--- config.mk ---
export PLATFORM = sky130hd
export DESIGN_NAME = pcmrd_outq
export DESIGN_NICKNAME = d
export VERILOG_FILES = /design/src/rtl/pcmrd_pkg.sv /design/src/rtl/pcmrd_outq.sv
export SDC_FILE = /design/constraint.sdc
export NUM_CORES = 1
export LEC_CHECK = 0
export BUFFER_PORTS_ARGS = -buffer_cell sky130_fd_sc_hd__buf_2
export CAP_MARGIN = 5
export CORE_MARGIN = 10
export CORE_UTILIZATION = 35
export DETAILED_ROUTE_END_ITERATION = 6
export SYNTH_ARGS = -nofsm -noshare
export SYNTH_HDL_FRONTEND = slang
export SYNTH_SLANG_ARGS = --single-unit
--- constraint.sdc ---
create_clock -name clk -period 5.4 [get_ports clk]
set_clock_uncertainty 0.15 [all_clocks]
set_input_delay 0.54 -clock clk [delete_from_list [all_inputs] [get_ports clk]]
set_output_delay 0.54 -clock clk [all_outputs]
set_load 0.005 [all_outputs]
--- src/rtl/pcmrd_pkg.sv ---
`timescale 1ns / 1ps
`default_nettype none
// ----------------------------------------------------------------------------
// pcmrd_pkg
// Shared types and constants of the pcm24 ping-pong frame reader: command
// codes, frame geometry and the status and result records.
// ----------------------------------------------------------------------------
package pcmrd_pkg;

  // bytes in one stereo frame: two 24-bit little-endian samples
  localparam int FRAME_BYTES = 6;

  // floor(v / 6) == (v * DIV6_RECIP) >> DIV6_SHIFT for every 16-bit v
  localparam logic [16:0] DIV6_RECIP = 17'd43691;
  localparam int          DIV6_SHIFT = 18;

  typedef enum logic [2:0] {
    CMD_WRITE  = 3'd0,
    CMD_COMMIT = 3'd1,
    CMD_FAIL   = 3'd2,
    CMD_FRAME  = 3'd3,
    CMD_START  = 3'd4,
    CMD_STOP   = 3'd5
  } pcmrd_cmd_t;

  typedef struct packed {
    logic [31:0] underrun_total;
    logic        active_index;
    logic        b_needs_refill;
    logic        a_needs_refill;
    logic        b_full;
    logic        a_full;
  } pcmrd_status_t;

  typedef struct packed {
    logic signed [23:0] left_sample;
    logic signed [23:0] right_sample;
    logic               frame_valid;
    pcmrd_status_t      status;
  } pcmrd_result_t;

endpackage
`default_nettype wire

--- src/rtl/pcmrd_outq.sv ---
`timescale 1ns / 1ps
`default_nettype none
// ----------------------------------------------------------------------------
// pcmrd_outq
// Two-entry result queue between the core and the output channel, so new
// commands are taken while a finished result waits.
// ----------------------------------------------------------------------------
module pcmrd_outq
  import pcmrd_pkg::*;
(
  input  logic          clk,
  input  logic          rst_n,
  input  logic          push,
  input  pcmrd_result_t push_data,
  output logic          full,
  output logic          out_valid,
  input  logic          out_ready,
  output pcmrd_result_t out_data
);

  pcmrd_result_t entry_r [2];
  logic          wr_ptr_r;
  logic          rd_ptr_r;
  logic [1:0]    count_r;
  logic          pop;

  assign out_valid = (count_r != 2'd0);
  assign full      = (count_r == 2'd2);
  assign pop       = out_valid && out_ready;
  assign out_data  = entry_r[rd_ptr_r];

  // pointers and fill level
  always_ff @(posedge clk) begin
    if (!rst_n) begin
      wr_ptr_r <= 1'b0;
      rd_ptr_r <= 1'b0;
      count_r  <= 2'd0;
    end else begin
      if (push) begin
        wr_ptr_r <= !wr_ptr_r;
      end
      if (pop) begin
        rd_ptr_r <= !rd_ptr_r;
      end
      if (push && !pop) begin
        count_r <= count_r + 2'd1;
      end else if (pop && !push) begin
        count_r <= count_r - 2'd1;
      end
    end
  end

  // entry storage
  always_ff @(posedge clk) begin
    if (push) begin
      entry_r[wr_ptr_r] <= push_data;
    end
  end

endmodule
`default_nettype wire

After elaboration in Yosys (flattened, before gate mapping)
Memories as Yosys holds them, arrays and structs flattened. A register that Yosys moved wholly into a read port is not among the register bits.
Index checks and enable logic that the tools add are counted.
{ "word_totals": {"reg_bits": 4, "latch_bits": 0, "ramBits": 172, "mem_bits_ro": 0, "inputBits": 90, "out_inout_bits": 88, "word_cells": 22, "n_memories": 1} }
{ "op_classes": {"add_sub_neg": 2, "multipliers": 0, "n_div": 0, "order_cmp": 0, "n_eq_ne": 1, "shift": 0, "muxes": 6, "n_bitwise": 0, "reduce_logical": 9} }
{ "memory_table": {"columns": ["memory", "depth", "width", "read_ports", "rd_ports_with_merged_regs", "wr", "line_no", "source"], "rows": [
  ["entry_r", 2, 86, 1, 1, 1, "pcmrd_outq.sv:21", "pcmrd_result_t entry_r [2];"]
]} }
{ "op_table": {"columns": ["operator", "n"], "rows": [
  ["$logic_not 1->1", 4],
  ["$mux 1", 4],
  ["$mux 2", 2],
  ["$reduce_bool 2->1", 2],
  ["$logic_and 1x1->1", 3],
  ["$add 2x1->2 const B", 1],
  ["$eq 2x2->1 const B", 1],
  ["$sub 2x1->2 const B", 1]
]} }

Logic depth before layout (Yosys ltp)
{ "depth": {"word_depth": 5, "depth_mapped": 5, "mapped_depth_nobuf": 5} }

Least setup slack after synthesis
No wires, ideal clock.
{ "synth_timing": {"kind": "input-to-reg", "startpoint": "input port push", "endpoint": "memory entry_r[0][0] (netlist bit) (enable)", "setup_ns": 0.542, "arrival_time_ns": 4.325, "required_ns": 4.708, "setup_slack_ns": 0.383, "cell_stages": 1, "n_path_buf": 0, "cell_sequence": "nor2b_1"} }
{ "synth_via": {"elab_chain_cells": 2} }
{ "synth_lines": {"columns": ["element", "line_no", "source"], "rows": [
  ["start, declared", "pcmrd_outq.sv:13", "input logic push,"],
  ["$mux 1", "pcmrd_outq.sv:55", "if (push) begin"],
  ["$mux 1 (implied by the code)", "pcmrd_outq.sv:56", "entry_r[wr_ptr_r] <= push_data;"],
  ["end, declared", "pcmrd_outq.sv:21", null]
]} }
Every way passes these cells.

==> key figures <==
Synthesis
  – Ys Warns: 0
  – Avg Cell Area, Syn: between 20 and 25 sq um
  – Syn Inst Count: 290
  – Yosys reg bits: about 180
  – Post-synth top area share: a little under 80%
  – Top post-synthesis cells by area: edfxtp_1, mux2_4, mux2_2
  – Synth Net Count: 381
  – Synth area leader: edfxtp_1
  – Register area share after synthesis: roughly 80%
  – Cell variety after synth: 19
  – Synthesized area: between 6000 and 7000 sq um

Global routing
  – First-pass GRT wire length: around 20000 microns
  – Gr usage total: between 10% and 20%
  – Overflow after GRT: 0
  – Largest net degree at the start of global routing: 59
  – Vias in the first global route: approximately 3700
  – Initial antenna violation count: 0

Clock network
  – Post-CTS Hold Fix Bufs: 0
  – CTS Buf Count: 17
  – CTS HTree Levels: 4
  – Post-CTS sizing: 0
  – Sink Count: ~180
  – Clock Tree Root: clkbuf_16
  – Clock buffer depth: 2
  – Clk pin slew, worst setup/hold paths: ~0.070 ns
  – Post-CTS Setup Bufs: 0
  – TritonCTS clock tree: yes
  – Latest clock arrival within the worst-skew pair: 0.41 ns

Floorplanning
  – Chip Height: between 150 and 200 microns
  – Die area: 24800 sq um
  – Starting Density: between 30% and 40%
  – Die width: between 150 and 200 microns
  – Core Area: around 19000 sq um
  – # IOs: between 150 and 200
  – Std cell rows: 50

Placed design
  – Placed Area: ~7700 sq um
  – Post-DP HPWL: a little over 9000 microns
  – PortBufs: 177
  – # placed instances: between 600 and 700
  – Final GP Congestion: roughly 0.66

STA
  – RSZ-0062 raised after global routing: false
  – Fin. max-slew vios: 0
  – Final Critical Period: approximately 3.2 ns
  – Final hold vios: 0
  – Slew margin rel.: around two fifths
  – Final setup vio count: 0
  – Final setup TNS: 0 ns
  – Final period utilization: 58.9%
  – WHS: roughly 0.16 ns
  – Fmax: 315 MHz
  – Slew @ Worst Pin: a little under 0.9 ns

Power
  – Sw frac: approximately a quarter
  – Pleak: between 0.003 and 0.004 uW
  – Sequential Power Share: roughly 48%
  – Design Power: ~3500 uW
  – Clock power share: roughly a third
  – Pwr/cell area: 428 nW/um^2
  – Internal power: ~2700 uW
  – Sw Pwr: roughly 870 uW
  – VDD IR-drop max: around 0.25 mV
  – Gate power share: between 10% and 20%

Critical path
  – Setup crit end kind: primary output
  – WS Path Type: register to primary output
  – Critical Path Source Type: register
  – Largest stage delay on the critical path: about 0.93 ns
  – Top delay family on crit path: flip-flops
  – Worst path required time: ~4.7 ns
  – Top fanout value on the critical path: 58
  – CP bufs+invs: 2
  – CP Data Arrival Time: 2.49 ns
  – Slowest cell on the critical path: dfxtp_4
  – Worst-path cell chain: buf_4 -> mux2_2 -> buf_2

Route
  – Vias: around 3200
  – Vias per std cell: about 4.5
  – Average wire per standard cell: 18.1 microns
  – Drt total wl: 13200 microns
  – ANT nets after route: 0
  – Drt initial violations: 100
  – TritonRoute pass-1 iters: 4
  – DRC viols: 0

Run
  – Max cap viols: 0

Final layout
  – Fin area: about 8300 sq um
  – Final non-filler cell total: slightly above 700
  – Number of diodes: 0
  – Ratio of cells with drive above 1 in the final layout: 61.1%
  – Final #Nets: between 500 and 600
  – Most common cell after layout, fill and taps aside: buf_2
  – Most used cells in the layout excluding fill and tap cells: buf_2, edfxtp_1, mux2_2
  – Area growth, synth to finish: 24.8%

Min path
  – Hold Path Class: input pin to register

Outcome
  – Status: completed
final timing paths:
check	start	endpoint	slack, ns	depth (start not counted)
worst max-delay path	register	out_data[77]	2.22	3
worst min-delay path	push_data[36]	entry_r[1][36]$_DFFE_PP_	0.16	1
worst max register to register	wr_ptr_r$_SDFFE_PN0P_	entry_r[1][56]$_DFFE_PP_	3.28	2
worst min register to register	count_r[1]$_SDFFE_PN0P_	count_r[1]$_SDFFE_PN0P_	0.36	2
through the flow:
stage               setup slack, ns  util (%)
finish                         2.22      44.4
global route                   2.04      44.4
CTS                            2.11      44.4
detailed placement             2.58      41.4
global placement               2.61      41.4
floorplan                     0.383         -
cell usage after synthesis (all sizes together):
library cell  count
and2              4
or2               1
mux2             86
or3               1
buf              10
xor2              1
xnor2             2
o21a              1
o21ai             2
dfxtp             5
a21boi            1
nor2b             3
ha                1
edfxtp          172
worst reg2reg max path: cells and delay by family, from the launching register on:
| kind | cells | cell delay (ns) |
|---|---|---|
| simple gates | 1 | 0.51 |
| flops | 1 | 0.39 |
| buf+inv | 1 | 0.67 |
cells by family (layout without fill, tap and decap cells):
group                    Yosys count  in the layout  share of synthesized area [%]
buffers and inverters             10            213                           1.91
AO/OA/AOI/OAI                      4              4                          0.377
AND/OR/NAND/NOR                    9              9                          0.849
adder cells (fa/ha/maj)            1              1                          0.189
flip-flops                       177            177                           79.4
multiplexers                      86             86                           16.9
XOR/XNOR                           3              3                          0.396
cell type report:
type	count	area, sq um
Tap cell	234	293
Clock inverter	13	113
Sequential cell	177	5270
Clock buffer	19	433
Fill cell	1653	10400
Multi-Input combinational cell	103	1250
Timing Repair Buffer	181	916
per-layer routing:
| layer | track usage, % | vias to the layer above | share of wire [%] |
|---|---|---|---|
| met5 | 0 | - | 0 |
| met4 | 3.52 | 0 | 0.90 |
| met3 | 5.05 | 9 | 9.1 |
| met2 | 17.6 | 124 | 49 |
| met1 | 11.6 | 1581 | 41 |
| li1 | - | 1524 | - |
flip-flops by register name (all words and copies together), names as in the netlist, named ones only:
name and cells:
entry_r 172, count_r 2, rd_ptr_r 1, wr_ptr_r 1
power by group through the flow:
stage / Clock (uW) / Combinational (uW) / Sequential, uW
6_report: 1140 / 698 / 1700
5_1_grt: 1240 / 763 / 1720
4_1_cts: 1180 / 719 / 1710
3_5_place_dp: 0 / 715 / 1740
3_3_place_gp: 0 / 708 / 1730
2_1_floorplan: 0 / 557 / 1650
Power figures use the tool's default switching activity.
