File: config.mk
export PLATFORM = sky130hd
export DESIGN_NAME = pcmrd_ctrl
export DESIGN_NICKNAME = d
export VERILOG_FILES = /design/src/rtl/pcmrd_pkg.sv /design/src/rtl/pcmrd_ctrl.sv
export SDC_FILE = /design/constraint.sdc
export NUM_CORES = 1
export LEC_CHECK = 0
export BUFFER_PORTS_ARGS = -buffer_cell sky130_fd_sc_hd__buf_2
export CORE_MARGIN = 2
export CORE_UTILIZATION = 55
export CTS_CLUSTER_DIAMETER = 150
export CTS_CLUSTER_SIZE = 14
export DETAILED_ROUTE_END_ITERATION = 10
export HOLD_SLACK_MARGIN = 0.03
export PLACE_DENSITY = 0.73
export SLEW_MARGIN = 20
export SYNTH_ARGS = -nofsm -noshare
export SYNTH_HDL_FRONTEND = slang
export SYNTH_SLANG_ARGS = --single-unit
File: constraint.sdc
create_clock -name clk -period 15.92 [get_ports clk]
set_clock_uncertainty 0.1 [all_clocks]
set_input_delay 2.388 -clock clk [delete_from_list [all_inputs] [get_ports clk]]
set_output_delay 2.388 -clock clk [all_outputs]
set_load 0.005 [all_outputs]
File: src/rtl/pcmrd_pkg.sv
`timescale 1ns / 1ps
`default_nettype none
// ----------------------------------------------------------------------------
// pcmrd_pkg
// Shared types and constants of the pcm24 ping-pong frame reader: command
// codes, frame geometry and the status and result records.
// ----------------------------------------------------------------------------
package pcmrd_pkg;

  // bytes in one stereo frame: two 24-bit little-endian samples
  localparam int FRAME_BYTES = 6;

  // floor(v / 6) == (v * DIV6_RECIP) >> DIV6_SHIFT for every 16-bit v
  localparam logic [16:0] DIV6_RECIP = 17'd43691;
  localparam int          DIV6_SHIFT = 18;

  typedef enum logic [2:0] {
    CMD_WRITE  = 3'd0,
    CMD_COMMIT = 3'd1,
    CMD_FAIL   = 3'd2,
    CMD_FRAME  = 3'd3,
    CMD_START  = 3'd4,
    CMD_STOP   = 3'd5
  } pcmrd_cmd_t;

  typedef struct packed {
    logic [31:0] underrun_total;
    logic        active_index;
    logic        b_needs_refill;
    logic        a_needs_refill;
    logic        b_full;
    logic        a_full;
  } pcmrd_status_t;

  typedef struct packed {
    logic signed [23:0] left_sample;
    logic signed [23:0] right_sample;
    logic               frame_valid;
    pcmrd_status_t      status;
  } pcmrd_result_t;

endpackage
`default_nettype wire

File: src/rtl/pcmrd_ctrl.sv
`timescale 1ns / 1ps
`default_nettype none
// ----------------------------------------------------------------------------
// pcmrd_ctrl
// Buffer bookkeeping: full and refill flags, lengths, read positions, active
// buffer, run flag and underrun count. Decides every command in the cycle of
// its transfer and requests a frame read from the store.
// ----------------------------------------------------------------------------
module pcmrd_ctrl
  import pcmrd_pkg::*;
#(
  parameter int  BUFFER_BYTES = 32768,
  localparam int ADDR_W       = $clog2(2 * BUFFER_BYTES)
) (
  input  logic              clk,
  input  logic              rst_n,
  input  logic              cmd_fire,
  input  pcmrd_cmd_t        command,
  input  logic              buffer_sel,
  input  logic [15:0]       fill_count,
  output pcmrd_status_t     status_nxt,
  output logic              rd_go,
  output logic [ADDR_W-1:0] rd_base
);

  localparam int PAYLOAD_BYTES = (BUFFER_BYTES / FRAME_BYTES) * FRAME_BYTES;
  localparam int LEN_W         = $clog2(PAYLOAD_BYTES + 1);
  localparam logic [ADDR_W-1:0] B_BASE = ADDR_W'(BUFFER_BYTES);
  localparam logic [LEN_W:0]    STEP   = (LEN_W + 1)'(FRAME_BYTES);

  logic [1:0]       full_r, full_nxt;
  logic [1:0]       refill_r, refill_nxt;
  logic [LEN_W-1:0] len_r [2];
  logic [LEN_W-1:0] len_nxt [2];
  logic [LEN_W-1:0] pos_r [2];
  logic [LEN_W-1:0] pos_nxt [2];
  logic             active_r, active_nxt;
  logic             running_r, running_nxt;
  logic [31:0]      underrun_r, underrun_nxt;

  logic [15:0]      sat_cnt;
  logic [32:0]      q_prod;
  logic [14:0]      q_frames;
  logic [17:0]      rounded;
  logic [LEN_W-1:0] commit_len;

  logic             cur_buf;
  logic             read_ok;
  logic [LEN_W:0]   adv_pos;
  logic [LEN_W-1:0] rd_pos;

  // commit length: saturate to payload, round down to whole frames
  assign sat_cnt    = (32'(fill_count) > PAYLOAD_BYTES) ? 16'(PAYLOAD_BYTES) : fill_count;
  assign q_prod     = 33'(sat_cnt) * 33'(DIV6_RECIP);
  assign q_frames   = q_prod[DIV6_SHIFT +: 15];
  assign rounded    = {1'b0, q_frames, 2'b00} + {2'b00, q_frames, 1'b0};
  assign commit_len = LEN_W'(rounded);

  // command decode and next state
  always_comb begin
    full_nxt     = full_r;
    refill_nxt   = refill_r;
    len_nxt      = len_r;
    pos_nxt      = pos_r;
    active_nxt   = active_r;
    running_nxt  = running_r;
    underrun_nxt = underrun_r;
    cur_buf      = active_r;
    read_ok      = 1'b0;
    adv_pos      = '0;
    rd_pos       = '0;
    if (cmd_fire) begin
      unique case (command)
        CMD_COMMIT: begin
          len_nxt[buffer_sel]    = commit_len;
          pos_nxt[buffer_sel]    = '0;
          full_nxt[buffer_sel]   = (commit_len != '0);
          refill_nxt[buffer_sel] = 1'b0;
        end
        CMD_FAIL: begin
          len_nxt[buffer_sel]    = '0;
          pos_nxt[buffer_sel]    = '0;
          full_nxt[buffer_sel]   = 1'b0;
          refill_nxt[buffer_sel] = 1'b1;
        end
        CMD_FRAME: begin
          if (running_r) begin
            read_ok = 1'b1;
            // exhausted buffer: mark empty, then swap or underrun
            if (!full_r[cur_buf] ||
                ({1'b0, pos_r[cur_buf]} + STEP > {1'b0, len_r[cur_buf]})) begin
              full_nxt[cur_buf]   = 1'b0;
              refill_nxt[cur_buf] = 1'b1;
              pos_nxt[cur_buf]    = '0;
              if (full_r[!cur_buf]) begin
                active_nxt = !cur_buf;
                cur_buf    = !cur_buf;
              end else begin
                underrun_nxt = underrun_r + 32'd1;
                read_ok      = 1'b0;
              end
            end
            if (read_ok) begin
              rd_pos  = pos_nxt[cur_buf];
              adv_pos = {1'b0, pos_nxt[cur_buf]} + STEP;
              // last frame taken: mark empty at once
              if (adv_pos >= {1'b0, len_r[cur_buf]}) begin
                full_nxt[cur_buf]   = 1'b0;
                refill_nxt[cur_buf] = 1'b1;
                pos_nxt[cur_buf]    = '0;
              end else begin
                pos_nxt[cur_buf] = adv_pos[LEN_W-1:0];
              end
            end
          end
        end
        CMD_START: begin
          running_nxt = 1'b1;
          active_nxt  = 1'b0;
        end
        CMD_STOP: begin
          running_nxt = 1'b0;
          active_nxt  = 1'b0;
          full_nxt    = '0;
          refill_nxt  = '0;
          len_nxt[0]  = '0;
          len_nxt[1]  = '0;
          pos_nxt[0]  = '0;
          pos_nxt[1]  = '0;
        end
        default: ;
      endcase
    end
  end

  // frame read request into the byte store
  assign rd_go   = read_ok;
  assign rd_base = (cur_buf ? B_BASE : '0) + ADDR_W'(rd_pos);

  // status after the command
  assign status_nxt.underrun_total = underrun_nxt;
  assign status_nxt.active_index   = active_nxt;
  assign status_nxt.b_needs_refill = refill_nxt[1];
  assign status_nxt.a_needs_refill = refill_nxt[0];
  assign status_nxt.b_full         = full_nxt[1];
  assign status_nxt.a_full         = full_nxt[0];

  // state registers
  always_ff @(posedge clk) begin
    if (!rst_n) begin
      full_r     <= '0;
      refill_r   <= '0;
      len_r[0]   <= '0;
      len_r[1]   <= '0;
      pos_r[0]   <= '0;
      pos_r[1]   <= '0;
      active_r   <= 1'b0;
      running_r  <= 1'b0;
      underrun_r <= '0;
    end else begin
      full_r     <= full_nxt;
      refill_r   <= refill_nxt;
      len_r[0]   <= len_nxt[0];
      len_r[1]   <= len_nxt[1];
      pos_r[0]   <= pos_nxt[0];
      pos_r[1]   <= pos_nxt[1];
      active_r   <= active_nxt;
      running_r  <= running_nxt;
      underrun_r <= underrun_nxt;
    end
  end

endmodule
`default_nettype wire

**Yosys cells after proc, flatten, opt, wreduce, memory -nomap -nowiden**

Cells that the tools add are included.

- Bits of input ports: 23
- Register bits: 98

- Bitwise operators: 20
- Reduce and logical (&&, ||, !) cells: 18
- $lt $le $gt $ge: 16
- Multipliers: 1
- Add/subtract/negate cells: 5
- Multiplexer cells: 89
- Equal/unequal tests: 6

Operators by type and width:

| operator | count |
|---|---|
| 2-to-1 mux 15 bit | 19 |
| 2-to-1 mux 30 bit | 7 |
| one-hot mux 30 bit (3 select lines) | 2 |
| 2-to-1 mux 32 bit | 5 |
| AND 30 bit | 4 |
| NOT 30 bit | 3 |
| bitwise mux 30 bit | 2 |
| demux 15 bit (select 1 bit) | 3 |
| adder 15 x 3 -> 16 bit, second input constant | 2 |
| adder 32 x 1 -> 32 bit, second input constant | 1 |
| multiplier 16 x 16 -> 32 bit, second input constant | 1 |
| 2-to-1 mux 16 bit | 2 |
| 2-to-1 mux 2 bit | 16 |
| 2-to-1 mux 1 bit | 25 |
| adder 16 x 15 -> 16 bit | 1 |
| >= comparator 16 x 15 -> 1 bit | 1 |
| greater-than comparator 16 x 15 -> 1 bit | 1 |
| greater-than comparator 16 x 15 -> 1 bit, second input constant | 1 |
| one-hot mux 2 bit (4 select lines) | 2 |
| adder 15 bit | 1 |
| nonzero test 15 bit | 1 |
| AND 2 bit | 4 |
| < comparator 1 x 2 -> 1 bit, second input constant | 4 |
| == test 3 x 2 -> 1 bit, second input constant | 2 |
| 20 further kinds | 45 |

**Logic depth before layout (Yosys ltp)**

- Depth after elaboration: 22
- Depth in mapped cells: 39
- Depth with buffers taken out: 36

**Worst setup path after synthesis**

No wires, ideal clock.

- Path type: input to output
- Start point: in fill_count[9]
- End point: out status_nxt[1] (netlist name)
- Buffers on the path: 1
- Path slack: 3317 ps
- Arrival: 10115 ps
- Stages: 32
- Path through: and4_1 a41oi_2 clkbuf_1 nand2b_1 ha_1 ha_1 inv_1 fa_1 inv_1 fa_1 fa_1 inv_1 fa_1 inv_1 ha_1 nand4_2 or3_4 o311ai_2 xor2_1 inv_1 fa_1 nor2b_1 o21ai_0 a21boi_0 o21ai_0 a21boi_0 o22ai_1 mux2i_4 xnor2_1 nand3_2 a2111oi_4 o22ai_1

RTL lines:

| element | line | text |
|---|---|---|
| start, declared | pcmrd_ctrl.sv:20 | `input logic [15:0] fill_count,` |
| end, declared | pcmrd_ctrl.sv:21 | `output pcmrd_status_t status_nxt,` |

==> impl_results.md <==
- DR vias/cell: around 6.0
- Fraction of layout cells with a size suffix above 1: approximately 10%
- Total CTS buffers: 9
- Final wirelength: between 30000 and 40000 um
- First-pass GRT wire length: ~52000 um
- Final TNS setup: 0 ns
- Post-synth top cells: inv_1, ha_1, nand2_1
- # port buffers: between 70 and 80
- Starting Density: between 50% and 60%
- Cell with the most instances after synthesis: inv_1
- Max Cap Viol: 0
- Post-CTS resize count: 0
- Core Area: 21800 um^2
- Cells after DPL: 1767
- Root buf cell: clkbuf_16
- DRC Markers: 0
- Final setup vio count: 0
- Fillers: 2011
- FF+latch count, synth: 98
- Final std cells w/o fill: 1784
- Grt total ovfl: 0
- Iter 0 DRT Violations: approximately 960
- DR pass1 iterations: 5
- Max-slew violations: 0
- Clk sinks: 98
- Area of the mapped netlist: 12100 um^2
- Period utilisation layout: a little under nine tenths
- CP bufs+invs: 7
- H-tree depth: 3
- Worst min-delay path category: flip-flop to flip-flop
- Initial antenna violation count: 1
- Main area contributors after synthesis: ha_1, dfxtp_1, fa_1
- FF-to-FF setup slack: 5.78 ns
- Worst setup SP type: input port
- Synth top area share: 17.2%
- Max stage delay on crit path: 0.54 ns
- RePlAce Congestion: 0.954
- Synth async-reset ratio: 0%
- DP HPWL: 25800 um
- Crit path capture type: output pin
- Worst slew pin tran: 1.02 ns
- Req. time, crit path: 13.43 ns
- Core Util, Final: 59.8%
- Syn avg cell area: 8.35 um^2
- Post-Syn Instances: approximately 1500
- Area Overhead vs Synth: 7.33%
- Number of flops mapped to enable cells by yosys: 0
- Crit path DAT: between 10 and 15 ns
- Unique masters post-synth: 88
- Clock transition at path regs: 0.08 ns
- Nets: ~1800
- WS Path Type: input port to output pin
- CTS tree: built
- Sequential fraction of the synthesis area: between 15 and 20%
- Post-CTS setup buffer count: 0
- CP max stage cell: fa_1
- DIE WIDTH: 152 um
- Wire per inst: 18.0 um
- Cell taking the most area after synthesis: ha_1
- Hold Fails Final Rpt: 0
- Largest net degree at the start of global routing: 59
- Clk_lat worst skew: 0.37 ns
- Vias in the first global route: 9974
- Worst Slack Setup Final: 2.18 ns
- Yosys warnings: 0
- Die ar.: 23200 um^2
- RSZ-0062 raised after global routing: false
- Place WS: approximately 2.3 ns
- Height of the die: 152 um
- CTS Hold Bufs: 0
- Post-synth top flop: dfxtp_1
- FMAX: 72.8 MHz
- Vias post-DR: 10700
- # IOs: 77
- Num rows: 54
- Min Tclk post-route: approximately 14 ns
- Outcome: finished, final reports clean
- Slew Limit Headroom: a little under a third
- Total GRT Usage: between 20% and 30%
- Crit-path max FO: 12
- Antenna viol nets, final: 0
- Clk buf depth: 2
- Crit path max-delay family: adder cells
through the flow:
| step | hold WS [ns] | instance area [um^2] |
|---|---|---|
| after floorplan | 0.335 | 12100 |
| after global placement | 0.348 | 12700 |
| after detailed placement | 0.350 | 12700 |
| after CTS | 0.365 | 13000 |
| after global routing | 0.394 | 13000 |
| final | 0.365 | 13000 |
final timing paths:
kind / start / to / depth (start not counted)
max: fill_count[0] / status_nxt[1] / 33
min reg2reg: pos_r[0] / pos_r[0] / 2
min: pos_r[0] / pos_r[0] / 2
max reg2reg: active_r / pos_r[6] / 30
metal layers:
metal	GRT usage, %	part of all wire [%]	vias to the layer above
met5	0	0	-
met4	7.23	2.1	0
met3	4.18	7.2	43
met2	42.9	45	422
met1	39.7	46	5173
li1	-	-	5107
logic make-up after synthesis:
family / after synthesis / synth area share (%)
multiplexers: 43 / 3.67
other: 2 / 0.0619
adder cells (fa/ha/maj): 245 / 30.1
AND/OR/NAND/NOR: 453 / 18.9
AO/OA/AOI/OAI: 276 / 16.6
XOR/XNOR: 89 / 6.43
buffers and inverters: 245 / 7.99
flip-flops: 98 / 16.2
worst min-delay path: stages (launching register included):
cell	delay, ns
dfxtp_1	0.33
nand3_1	0.07
nor2_1	0.03
layout make-up:
type                       instances  area, um^2  share of cell area (%)
inverter                         195         732                    5.63
sequential                        98        1960                    15.1
tap                              280         350                    2.69
clock buffer                       9         225                    1.73
timing repair buffer              82         425                    3.27
clock inverter                     7        95.1                   0.731
multi-input combinational       1112        9220                    70.8
antenna                            1        2.50                  0.0192
cell usage in the layout, fill, tap and decap left out, types with 13 or more instances in the layout:
master	instances
a21o_1	22
a21oi_1	53
a22o_1	19
a22oi_1	29
a31oi_1	13
and2_1	46
and3_1	18
buf_2	76
dfxtp_1	97
fa_1	78
ha_1	167
inv_1	195
mux2i_1	40
nand2_1	115
nand3_1	45
nand4_1	21
nor2_1	113
nor2b_1	14
nor3_1	13
o21ai_0	35
or2_2	13
xnor2_1	53
xor2_1	36
Power is left out: the tool's default activity adds up to more than one toggle a clock period on the data nets, which glitch-free logic cannot reach.
