## src/rtl/pcmrd_pkg.sv

```systemverilog
`timescale 1ns / 1ps
`default_nettype none
// ----------------------------------------------------------------------------
// pcmrd_pkg
// Shared types and constants of the pcm24 ping-pong frame reader: command
// codes, frame geometry and the status and result records.
// ----------------------------------------------------------------------------
package pcmrd_pkg;

  // bytes in one stereo frame: two 24-bit little-endian samples
  localparam int FRAME_BYTES = 6;

  // floor(v / 6) == (v * DIV6_RECIP) >> DIV6_SHIFT for every 16-bit v
  localparam logic [16:0] DIV6_RECIP = 17'd43691;
  localparam int          DIV6_SHIFT = 18;

  typedef enum logic [2:0] {
    CMD_WRITE  = 3'd0,
    CMD_COMMIT = 3'd1,
    CMD_FAIL   = 3'd2,
    CMD_FRAME  = 3'd3,
    CMD_START  = 3'd4,
    CMD_STOP   = 3'd5
  } pcmrd_cmd_t;

  typedef struct packed {
    logic [31:0] underrun_total;
    logic        active_index;
    logic        b_needs_refill;
    logic        a_needs_refill;
    logic        b_full;
    logic        a_full;
  } pcmrd_status_t;

  typedef struct packed {
    logic signed [23:0] left_sample;
    logic signed [23:0] right_sample;
    logic               frame_valid;
    pcmrd_status_t      status;
  } pcmrd_result_t;

endpackage
`default_nettype wire

```

## src/rtl/pcmrd_fetch.sv

```systemverilog
`timescale 1ns / 1ps
`default_nettype none
// ----------------------------------------------------------------------------
// pcmrd_fetch
// Frame fetch sequencer: issues six byte reads from the store, one per cycle,
// and assembles the two little-endian samples into a result.
// ----------------------------------------------------------------------------
module pcmrd_fetch
  import pcmrd_pkg::*;
#(
  parameter int ADDR_W = 16
) (
  input  logic              clk,
  input  logic              rst_n,
  input  logic              start,
  input  logic [ADDR_W-1:0] base,
  input  pcmrd_status_t     status_in,
  output logic              busy,
  output logic              rd_en,
  output logic [ADDR_W-1:0] rd_addr,
  input  logic [7:0]        rd_data,
  output logic              done,
  output pcmrd_result_t     result
);

  localparam int CNT_W   = $clog2(FRAME_BYTES + 1);
  localparam int FRAME_W = 8 * FRAME_BYTES;

  logic                busy_r;
  logic                pend_r;
  logic [CNT_W-1:0]    issue_r;
  logic [CNT_W-1:0]    recv_r;
  logic [ADDR_W-1:0]   addr_r;
  logic [FRAME_W-1:0]  shift_r;
  pcmrd_status_t       status_r;
  logic [FRAME_W-1:0]  frame;

  assign busy    = busy_r;
  assign rd_en   = busy_r && (issue_r != CNT_W'(FRAME_BYTES));
  assign rd_addr = addr_r;
  assign done    = pend_r && (recv_r == CNT_W'(FRAME_BYTES - 1));

  // sequencer control
  always_ff @(posedge clk) begin
    if (!rst_n) begin
      busy_r  <= 1'b0;
      pend_r  <= 1'b0;
      issue_r <= '0;
      recv_r  <= '0;
    end else begin
      pend_r <= rd_en;
      if (start) begin
        busy_r  <= 1'b1;
        issue_r <= '0;
        recv_r  <= '0;
      end else begin
        if (done) begin
          busy_r <= 1'b0;
        end
        if (rd_en) begin
          issue_r <= issue_r + CNT_W'(1);
        end
        if (pend_r) begin
          recv_r <= recv_r + CNT_W'(1);
        end
      end
    end
  end

  // read address, returned bytes and held status
  always_ff @(posedge clk) begin
    if (start) begin
      addr_r   <= base;
      status_r <= status_in;
    end else if (rd_en) begin
      addr_r <= addr_r + ADDR_W'(1);
    end
    if (pend_r) begin
      shift_r <= {rd_data, shift_r[FRAME_W-1:8]};
    end
  end

  // last byte joins straight from the store
  assign frame               = {rd_data, shift_r[FRAME_W-1:8]};
  assign result.left_sample  = frame[23:0];
  assign result.right_sample = frame[47:24];
  assign result.frame_valid  = 1'b1;
  assign result.status       = status_r;

endmodule
`default_nettype wire

```

## config.mk

```make
export PLATFORM = sky130hd
export DESIGN_NAME = pcmrd_fetch
export DESIGN_NICKNAME = d
export VERILOG_FILES = /design/src/rtl/pcmrd_pkg.sv /design/src/rtl/pcmrd_fetch.sv
export SDC_FILE = /design/constraint.sdc
export NUM_CORES = 1
export LEC_CHECK = 0
export BUFFER_PORTS_ARGS = -buffer_cell sky130_fd_sc_hd__clkbuf_2
export CAP_MARGIN = 20
export CELL_PAD_IN_SITES_DETAIL_PLACEMENT = 1
export CELL_PAD_IN_SITES_GLOBAL_PLACEMENT = 1
export CORE_MARGIN = 2
export CORE_UTILIZATION = 34
export CTS_BUF_LIST = sky130_fd_sc_hd__clkbuf_2 sky130_fd_sc_hd__clkbuf_4 sky130_fd_sc_hd__clkbuf_8
export DETAILED_ROUTE_END_ITERATION = 12
export PLACE_DENSITY = 0.82
export SLEW_MARGIN = 0
export SYNTH_ARGS = -nofsm -noshare
export SYNTH_HDL_FRONTEND = slang
export SYNTH_SLANG_ARGS = --single-unit
```

## constraint.sdc

```tcl
create_clock -name clk -period 3.01 [get_ports clk]
set_clock_uncertainty 0.1 [all_clocks]
set_input_delay 0.7525 -clock clk [delete_from_list [all_inputs] [get_ports clk]]
set_output_delay 0.7525 -clock clk [all_outputs]
set_load 0.01 [all_outputs]
```

Word-level counts from Yosys, hierarchy flattened
Index checks and enable logic that the tools add are counted.
- register bits: 109
- latch bits: 0
- memory bits (writable): 0
- memory bits (read-only): 0
- input port bits: 64
- output and inout port bits: 105
- logic and storage cells: 27
- memories kept: 0
- add/sub/neg operators: 3
- $mul: 0
- divide/modulo/power cells: 0
- magnitude comparators: 0
- equal/unequal tests: 2
- shifts and indexed selects: 0
- muxes and demuxes: 4
- bitwise gates (word level): 1
- reduce and logical (&&, ||, !) cells: 5
- operators by type and width (kind ; count):
    $mux 16 ; 2
    $add 16x1->16 const B ; 1
    $add 3x1->3 const B ; 2
    $reduce_bool 2->1 ; 2
    $eq 3x3->1 const B ; 1
    $ne 3x3->1 const B ; 1
    $logic_and 1x1->1 ; 2
    $mux 1 ; 2
    $reduce_or 2->1 ; 1
    $not 1->1 ; 1

Logic depth before layout (Yosys ltp)
Gate-level depths: netlist of the first run.
- word-level depth: 4
- gate-level depth with buffers: 6
- gate-level depth less buffers: 6

Least setup slack after synthesis of the first run
Ideal clock, no wire load.
- kind: flip-flop to output port
- start point: register pend_r
- end point: output port done
- data arrival time: 1607 ps
- data required time: 2158 ps
- path slack: 550 ps
- cell stages (with the launch flop): 2
- cells stage by stage: dfxtp_1 and3_1
- longest elaborated chain between the ends: 1
- RTL lines (item ; line ; text):
    from (decl) ; pcmrd_fetch.sv:30 ; logic pend_r;
    from (signal assigned) ; pcmrd_fetch.sv:51 ; pend_r <= rd_en;
    $logic_and 1x1->1 ; pcmrd_fetch.sv:41 ; assign done = pend_r && (recv_r == CNT_W'(FRAME_BYTES - 1));
    to (decl) ; pcmrd_fetch.sv:22 ; output logic done,
Every way passes these cells.

Worst setup path in the final report of the first run
- start point: register issue_r[0]
- end point: output port rd_en
- longest elaborated chain between the ends: 2
- RTL lines (item ; line ; text):
    from (decl) ; pcmrd_fetch.sv:31 ; logic [CNT_W-1:0] issue_r;
    from (signal assigned) ; pcmrd_fetch.sv:61 ; issue_r <= issue_r + CNT_W'(1);
    $ne 3x3->1 ; pcmrd_fetch.sv:39 ; assign rd_en = busy_r && (issue_r != CNT_W'(FRAME_BYTES));
    $logic_and 1x1->1 ; pcmrd_fetch.sv:39 ;
    to (decl) ; pcmrd_fetch.sv:19 ; output logic rd_en,
Every way passes these cells.

==> results.cfg, run 1 <==
[status]
status = finished clean

[layout]
area_growth_pct = 31.05
final_cell_count_no_fill = 528
fin_util = 0.4522
nets = 452
num-fill-cells = 1164
drive_gt1_frac = 0.5129
design_area_um2 = 4837
n_antenna_cell = 0

[route]
drc = 0
antenna_left = 0
vias = 2342
firstDrtPassIters = 4
drt_iter0_drc = 94
wl_per_cell_um = 16.44
finalWirelength_um = 8679
viasPerCell = 4.436

[floorplan]
die_height_um = 108.2
coreArea_um2 = 10700
fp.dieW_um = 108.2
ioPinCount = 169
rows = 38
fp.dieArea_um2 = 11710
start_util = 0.3450

[global_routing]
grt_use_met1 = 0.1667
track_usage = 0.1489
grt_max_degree = 45
use_met3 = 0.02833
grt_pass1_wl_um = 12950
met2_usage = 0.2709
antenna_found_initial = 0
grt-ovfl-total = 0
grt_pass1_vias = 2430
grt-busiest-layer = met2

[synth]
syn_area_um2 = 3691
syn_inst = 213
ys_warn_count = 0
yosysSeqAreaShare = 0.8000
synth.avg_cell_area_um2 = 17.33
synth_nets = 282
synth_top_cell_by_area = edfxtp_1
netlist_top_cells_area = edfxtp_1, dfxtp_1, xnor2_1
ys_ff_latch = 101
synth_top_area_share = 0.7566
ys_types = 31

[clock_tree]
insertion_delay_ns = 0.34
cts_setup_buffers = 0
holdBufCountCts = 0
cts_tree = built
cts_root_buf = clkbuf_8
clkSlewWorstSetupHoldPaths_ns = 0.10
h-tree-depth = 3
clock_path_buffers = 2
numCtsBuffers = 9
cts-resized-gates = 0
cts.sinks = 101

[pwr]
pwr_density_cell_nw_per_um2 = 571.1
vdd_drop_max_mv = 0.2142
p_leak_nw = 1.981

[sta]
final_hold_viol_count = 0
relSlewSlack = 0.6330
maxSlewViolCount = 0
max_freq_mhz = 458.0
finalSetupViolations = 0
rsz0062_at_grt = false
hold_ws_ns = 0.3545
setup_tns_ns = 0
finalCritPeriodShare = 0.7255
worst_slew_pin_slew_ns = 0.5505
fin_crit_ns = 2.184

[placement]
place_area_um2 = 4654
gpl.final_weighted_congestion = 0.7772
dpl.cell_count = 512
portBuffers = 167
dpl.hpwl_um = 6869

[min_path]
hp-class = reg -> reg
hold_depth = 0

[setup_path]
reg2regPathDepth = 5
crit_path_start_kind = register
path_cells = inv_1 > ha_1 > a21boi_1 > clkbuf_2
cpPeakStageDelay_ns = 0.38
worstPathRequired_ns = 2.16
crit_slowest_cell = dfxtp_1
path_class = reg -> out
crit_fanout = 3
worstSetupEndpointType = output port
cp_data_arrival_time_ns = 1.33

[flow_run]
drv_cap = 0
power by group:
part | leakage, nW | switching (mW) | internal [mW]
clock | 0.0904 | 0.466 | 0.311
sequential | 0.962 | 0.0635 | 1.63
combinational | 0.929 | 0.163 | 0.125
total | 1.98 | 0.693 | 2.07
logic make-up after synthesis:
| logic type | Yosys count | synth area share |
|---|---|---|
| AO/OA/AOI/OAI | 18 | 0.02814 |
| flip-flops | 101 | 0.8000 |
| XOR/XNOR | 18 | 0.04271 |
| AND/OR/NAND/NOR | 52 | 0.07967 |
| buffers and inverters | 16 | 0.02542 |
| multiplexers | 2 | 0.006101 |
| other | 1 | 0.001016 |
| adder cells (fa/ha/maj) | 5 | 0.01695 |
worst max-delay path: cells and delay by family, from the launching register on:
kind | cells | cell delay (ns)
adder cells (fa/ha/maj) | 1 | 0.20
buffers and inverters | 2 | 0.23
AO/OA/AOI/OAI | 1 | 0.18
flip-flops | 1 | 0.38
state kept, by name, summed over array words and instances, names as in the netlist:
signal / flops
recv_r: 3
pend_r: 1
busy: 1
shift_r: 40
result: 37
issue_r: 3
rd_addr: 16
cell usage in the layout, fill, tap and decap left out, drive strengths merged:
cell / n
and3: 1
mux2: 2
dfxtp: 8
a21boi: 1
ha: 5
nor2b: 1
nand3: 6
inv: 6
nand2b: 1
nor2: 9
clkinvlp: 1
o21ai: 14
nand2: 20
o21a: 1
buf: 4
or2: 1
clkinv: 4
and2: 1
nor4: 4
a211oi: 2
xor2: 5
xnor2: 13
nand4: 4
nor3: 4
conb: 1
edfxtp: 93
clkbuf: 176
cell type report:
type / instances / area, um^2 / area share
clock buffers: 9 / 123.9 / 0.02561
well taps: 140 / 175.2 / 0.03621
repair buffers: 171 / 865.8 / 0.1790
clock inverters: 7 / 58.81 / 0.01216
flip-flops and latches: 101 / 2954 / 0.6107
inverters: 4 / 15.01 / 0.003104
multi-input cells: 96 / 644.4 / 0.1332
synthesized netlist by cell type:
library cell,n
inv_1,4
a21boi_1,1
dfxtp_1,8
nand3_4,1
nor2b_1,1
o21ai_2,1
nor3_1,4
nor2_1,9
nand3_1,3
nand2b_1,1
o21ai_0,11
a211oi_1,2
and3_1,1
ha_1,5
nor4_1,1
nand2_1,20
conb_1,1
nor4_2,3
buf_4,9
nand4_2,2
and2_1,1
o21ai_1,2
nand4_1,2
xnor2_1,13
or2_2,1
edfxtp_1,93
nand3_2,2
clkbuf_1,3
o21a_1,1
mux2_2,2
xor2_1,5
final timing paths:
kind,startpoint,endpoint,slack [ns]
max reg2reg,rd_addr[0]$_DFFE_PP_,rd_addr[14]$_DFFE_PP_,1.17
max,issue_r[0]$_SDFFE_PP0P_,rd_en,0.83
min,shift_r[37]$_DFFE_PP_,shift_r[29]$_DFFE_PP_,0.35
min reg2reg,shift_r[37]$_DFFE_PP_,shift_r[29]$_DFFE_PP_,0.35
per-layer routing:
layer / vias to the layer above / wire [um]
met5: - / 0
met4: 0 / 215
met3: 12 / 510
met2: 91 / 4679
met1: 1119 / 3274
li1: 1120 / -
stage by stage:
step	setup slack [ns]	power [mW]
floorplan	0.5502	1.853
global route	0.6729	2.891
CTS	0.7848	2.801
finish	0.8264	2.762
global placement	1.099	2.012
detailed placement	1.061	2.027
No activity file was read; power rests on OpenSTA's default activity.
==> run 2, diff against run 1 <==
- ABC_AREA: not set -> 1
- PLACE_DENSITY: 0.82 -> 0.83
- clock period: 3.01 -> 2.1 ns (I/O delays scaled with it)
==> run 2 against run 1 <==
  * Synthesized cell count is 23% higher
  * Register-to-register slack got worse by 0.66 ns
  * Sequential power rose by 42%
  * Final area rose by 2.7%
  * Total power increased by 50%
  * Synthesized area increased by 2.7%
  * Global-route usage rose by 0.21 points
  * Worst hold slack lost 0.13 ns
  * Critical path depth increased by 2
  * Critical path type unchanged
  * Critical endpoint unchanged
  * Largest cell class unchanged
  * Largest power group unchanged
  * Highest routed layer is now met5
==> results.cfg, run 2 <==
[setup_path]
worstPathRequired_ns = 1.47
worstSetupEndpointType = output port
crit_path_start_kind = register
crit_fanout = 5
cp_data_arrival_time_ns = 1.36
path_class = reg -> out

[synth]
ys_warn_count = 0
synth_fa_ha_area_frac = 0.01651
netlist_top_cells_area = edfxtp_1, nand2_1, dfxtp_1
synth_top_family_by_area = simple AND/OR/NAND/NOR gates
synth.avg_cell_area_um2 = 14.41
muxShareOfSynthArea = 0
ys_ff_latch = 101
ys_types = 27
synthTopCellsByCount = edfxtp_1, nand2_1, nand3_1
synth_top_cell_by_area = edfxtp_1
synth_edf_count = 93
synth_nets = 332
synthXorXnorAreaFrac = 0.009244
synthMostInstantiatedCell = edfxtp_1
synth-compound-area-share = 0.03268
synth_simple_gate_area_frac = 0.1222
syn_inst = 263
ys_async_sr_fraction = 0
syn_area_um2 = 3790
synth_top_area_share = 0.7369
synth_flop_cell = edfxtp_1
yosysSeqAreaShare = 0.7791

[sta]
fin_crit_ns = 1.990
setup_tns_ns = 0
finalSetupViolations = 0
final_hold_viol_count = 0
max_freq_mhz = 502.6
rsz0062_at_grt = false
maxSlewViolCount = 0
relSlewSlack = 0.6349
worst_slew_pin_slew_ns = 0.5476
finalCritPeriodShare = 0.9475

[route]
viasPerCell = 4.519
finalWirelength_um = 9268
drc = 0
vias = 2612
firstDrtPassIters = 4
route.met3.wl_um = 795
maxUsedRoutingLayer = met5
routedLengthMet1_um = 3665
wl_per_cell_um = 16.03
drt_iter0_drc = 100
wl_met2_um = 4705
antenna_left = 0

[clock_tree]
cts_root_buf = clkbuf_8
clock_path_buffers = 2
cts-resized-gates = 0
clkSlewWorstSetupHoldPaths_ns = 0.10
cts_tree = built
cts_setup_buffers = 0
h-tree-depth = 3
numCtsBuffers = 9
holdBufCountCts = 0
insertion_delay_ns = 0.36
cts.sinks = 101

[pwr]
seqPwrFrac = 0.586
pwr_density_cell_nw_per_um2 = 832.8
power_mw = 4.136
vdd_drop_max_mv = 0.2744
power.switching_mw = 1.049
clkPwrFrac = 0.308
pwr-share-comb = 0.106
p_sw_frac = 0.2537
p_int_mw = 3.087
p_leak_nw = 2.165

[global_routing]
grt_pass1_wl_um = 13520
grt_max_degree = 59
antenna_found_initial = 1
track_usage = 0.1510
grt_pass1_vias = 2659
grt-ovfl-total = 0

[placement]
gpl.final_weighted_congestion = 0.7761
portBuffers = 167
dpl.hpwl_um = 7144

[status]
status = finished clean

[min_path]
hp-class = in -> reg

[floorplan]
ioPinCount = 169
die_height_um = 109.6
fp.dieW_um = 109.6
fp.dieArea_um2 = 12010
start_util = 0.3496
rows = 38
coreArea_um2 = 10840

[layout]
largest_reg_flops = 40
n_antenna_cell = 0
drive_gt1_frac = 0.4680
final_common_cell = clkbuf_2
top_register = shift_r
final_cell_mix = clkbuf_2, edfxtp_1, nand2_1
nets = 502
area_growth_pct = 31.03

[flow_run]
drv_cap = 0
-- run 2: cell type report --
class                   instances  area (um^2)
fillers                      1192         5874
flip-flops and latches        101         2955
repair buffers                171        878.3
multi-input cells             132        688.2
well taps                     140        175.2
clock buffers                   9        123.9
clock inverters                 7        76.32
inverters                      18        68.82
-- run 2: cell families (layout without fill, tap and decap cells) --
| family | Yosys count | count (layout) |
|---|---|---|
| flip-flops | 101 | 101 |
| AND/OR/NAND/NOR | 101 | 101 |
| buffers and inverters | 30 | 205 |
| AO/OA/AOI/OAI | 21 | 21 |
| adder cells (fa/ha/maj) | 5 | 5 |
| XOR/XNOR | 4 | 4 |
| other | 1 | 1 |
-- run 2: power by group through the flow --
stage / sequential (mW) / clock [mW] / combinational (mW)
floorplan: 2.53 / 0 / 0.137
global placement: 2.46 / 0 / 0.431
detailed placement: 2.48 / 0 / 0.446
CTS: 2.43 / 1.31 / 0.448
global route: 2.44 / 1.38 / 0.488
finish: 2.42 / 1.27 / 0.438
-- run 2: routing by layer --
layer  vias up  track usage
met1      1246       0.1765
met3         9      0.04920
li1       1248            -
met5         -            0
met4         2      0.04069
met2       107       0.2663
-- run 2: worst paths after layout --
path,from,endpoint,slack [ns],depth (start not counted)
worst max-delay path,issue_r[0]$_SDFFE_PP0P_,rd_en,0.11,6
worst min-delay path,status_in[6],result[6]$_DFFE_PP_,0.22,1
worst max register to register,rd_addr[1]$_DFFE_PP_,rd_addr[10]$_DFFE_PP_,0.51,8
worst min register to register,shift_r[40]$_DFFE_PP_,shift_r[32]$_DFFE_PP_,0.36,0
-- run 2: metrics by stage --
step | util | std cells | hold slack (ns) | area (um^2) | worst slack (ns)
2_1_floorplan | - | 263 | 0.3519 | 3791 | 0.3553
3_3_place_gp | 0.4395 | 562 | 0.3332 | 4765 | 0.5252
3_5_place_dp | 0.4395 | 562 | 0.3356 | 4765 | 0.4566
4_1_cts | 0.4580 | 578 | 0.2087 | 4965 | 0.03304
5_1_grt | 0.4581 | 578 | 0.2032 | 4966 | 0.03394
6_report | 0.4581 | 578 | 0.2222 | 4966 | 0.1103
-- run 2: worst max-delay path, cell delays in order (launching register included) --
cell      delay (ns)
dfxtp_2         0.36
inv_1           0.06
ha_1            0.19
nand2_1         0.07
nand2_2         0.08
inv_2           0.10
clkbuf_2        0.14
==> run 3, diff against run 2 <==
- clock period: 2.1 -> 2 ns (I/O delays scaled with it)
==> run 3 against run 2 <==
  * Final cell count grew 0.69%
  * Sequential power grew 5%
  * Largest cell class unchanged
  * Final area grew 0.35%
  * Largest power group unchanged
  * Critical endpoint unchanged
  * Worst setup slack lost 0.012 ns
  * Total power grew 3.9%
  * Non-clock buffer count grew 4
  * Combinational power grew 8.0%
  * Flip-flop and latch count is the same
==> results.cfg, run 3 (synthesis gave the netlist of run 2 again) <==
[placement]
portBuffers = 167
gpl.final_weighted_congestion = 0.7985
dpl.hpwl_um = 7443
dpl.cell_count = 563

[sta]
maxSlewViolCount = 0
worst_slew_pin_slew_ns = 0.5536
relSlewSlack = 0.6310
finalCritPeriodShare = 0.9507
rsz0062_at_grt = false
setup_tns_ns = 0
fin_crit_ns = 1.901
max_freq_mhz = 525.9
final_hold_viol_count = 0
finalSetupViolations = 0

[layout]
final_cell_count_no_fill = 582
drive_gt1_frac = 0.4729
largest_reg_flops = 40
final_common_cell = clkbuf_2
n_antenna_cell = 0
final_cell_mix = clkbuf_2, edfxtp_1, nand2_1
nets = 506
area_growth_pct = 31.50
top_register = shift_r

[pwr]
pwr-share-comb = 0.110
pwr_density_cell_nw_per_um2 = 862.6
vdd_drop_max_mv = 0.2806
p_int_mw = 3.259
power.switching_mw = 1.040
p_sw_frac = 0.2419
seqPwrFrac = 0.592
power_mw = 4.299
clkPwrFrac = 0.298
p_leak_nw = 2.174

[clock_tree]
clkSlewWorstSetupHoldPaths_ns = 0.09
clock_path_buffers = 2
holdBufCountCts = 0
insertion_delay_ns = 0.35
h-tree-depth = 3
numCtsBuffers = 9
cts.sinks = 101
cts_root_buf = clkbuf_8
cts_tree = built

[route]
vias = 2664
firstDrtPassIters = 4
antenna_left = 0
wl_per_cell_um = 16.27
drt_iter0_drc = 152
viasPerCell = 4.577
drc = 0
finalWirelength_um = 9470

[global_routing]
grt_pass1_wl_um = 13920
grt_pass1_vias = 2739
track_usage = 0.1562
antenna_found_initial = 0
grt_max_degree = 46
grt-ovfl-total = 0

[floorplan]
rows = 38
ioPinCount = 169
fp.dieW_um = 109.6
coreArea_um2 = 10840
start_util = 0.3496
fp.dieArea_um2 = 12010
die_height_um = 109.6

[setup_path]
cpPeakStageDelay_ns = 0.34
worstPathRequired_ns = 1.40
cp_data_arrival_time_ns = 1.30
crit_fanout = 4
crit_slowest_cell = dfxtp_2
worstSetupEndpointType = output port
crit_path_start_kind = register
path_class = reg -> out
cp_top_family = flip-flops
path_buf_inv = 3
path_cells = inv_1 > ha_1 > nand2_1 > nand2_2 > inv_4 > buf_2

[status]
status = finished clean

[min_path]
hp-class = in -> reg

[flow_run]
drv_cap = 0
==> run 3: cell type report <==
type	count	area, um^2
tap	140	175.2
clock buffer	11	138.9
inverter	18	71.32
sequential	101	2955
multi-input combinational	132	688.2
timing repair buffer	175	895.9
fill	1202	5857
clock inverter	5	58.81
==> run 3: power by group through the flow <==
stage               logic [mW]  registers [mW]  clock network [mW]
floorplan                0.144            2.65                   0
CTS                      0.477            2.55                1.33
finish                   0.473            2.54                1.28
global route             0.526            2.56                1.42
global placement         0.455            2.58                   0
detailed placement       0.475            2.60                   0
==> run 3: worst register-to-register path, cell delays in order (launching register included) <==
cell,delay [ns]
edfxtp_1,0.46
ha_1,0.27
nand3_2,0.11
inv_2,0.07
nand2_2,0.08
clkinv_2,0.08
nor2_1,0.10
o21ai_1,0.09
==> run 3: repair_timing <==
action	CTS	global route
setup buffers	0	3
resized for setup	1	2
endpoints found under the hold margin	0	0
endpoints found under the setup margin	1	1
pin swaps	0	1
==> run 3: per-layer routing <==
layer / wire length, um / GRT usage / vias to the layer above
met5: 0 / 0 / -
li1: - / - / 1252
met2: 4854 / 0.2782 / 122
met3: 900 / 0.05572 / 8
met4: 104 / 0.04973 / 0
met1: 3611 / 0.1738 / 1282
==> run 3: stage by stage <==
step | setup WS, ns | instance area, um^2 | hold slack [ns] | utilization
4_1_cts | 0.02437 | 4959 | 0.1927 | 0.4574
6_report | 0.09855 | 4984 | 0.2159 | 0.4597
5_1_grt | 0.003170 | 4984 | 0.1794 | 0.4597
3_3_place_gp | 0.4673 | 4760 | 0.3319 | 0.4391
2_1_floorplan | 0.2803 | 3791 | 0.3519 | -
3_5_place_dp | 0.3934 | 4760 | 0.3340 | 0.4391
==> run 3: final timing paths <==
kind / to / startpoint / cells past startpoint / slack, ns
max reg2reg: rd_addr[8]$_DFFE_PP_ / rd_addr[0]$_DFFE_PP_ / 7 / 0.42
min: result[26]$_DFFE_PP_ / status_in[26] / 1 / 0.22
min reg2reg: shift_r[25]$_DFFE_PP_ / shift_r[33]$_DFFE_PP_ / 0 / 0.36
max: rd_en / issue_r[0]$_SDFFE_PP0P_ / 6 / 0.1
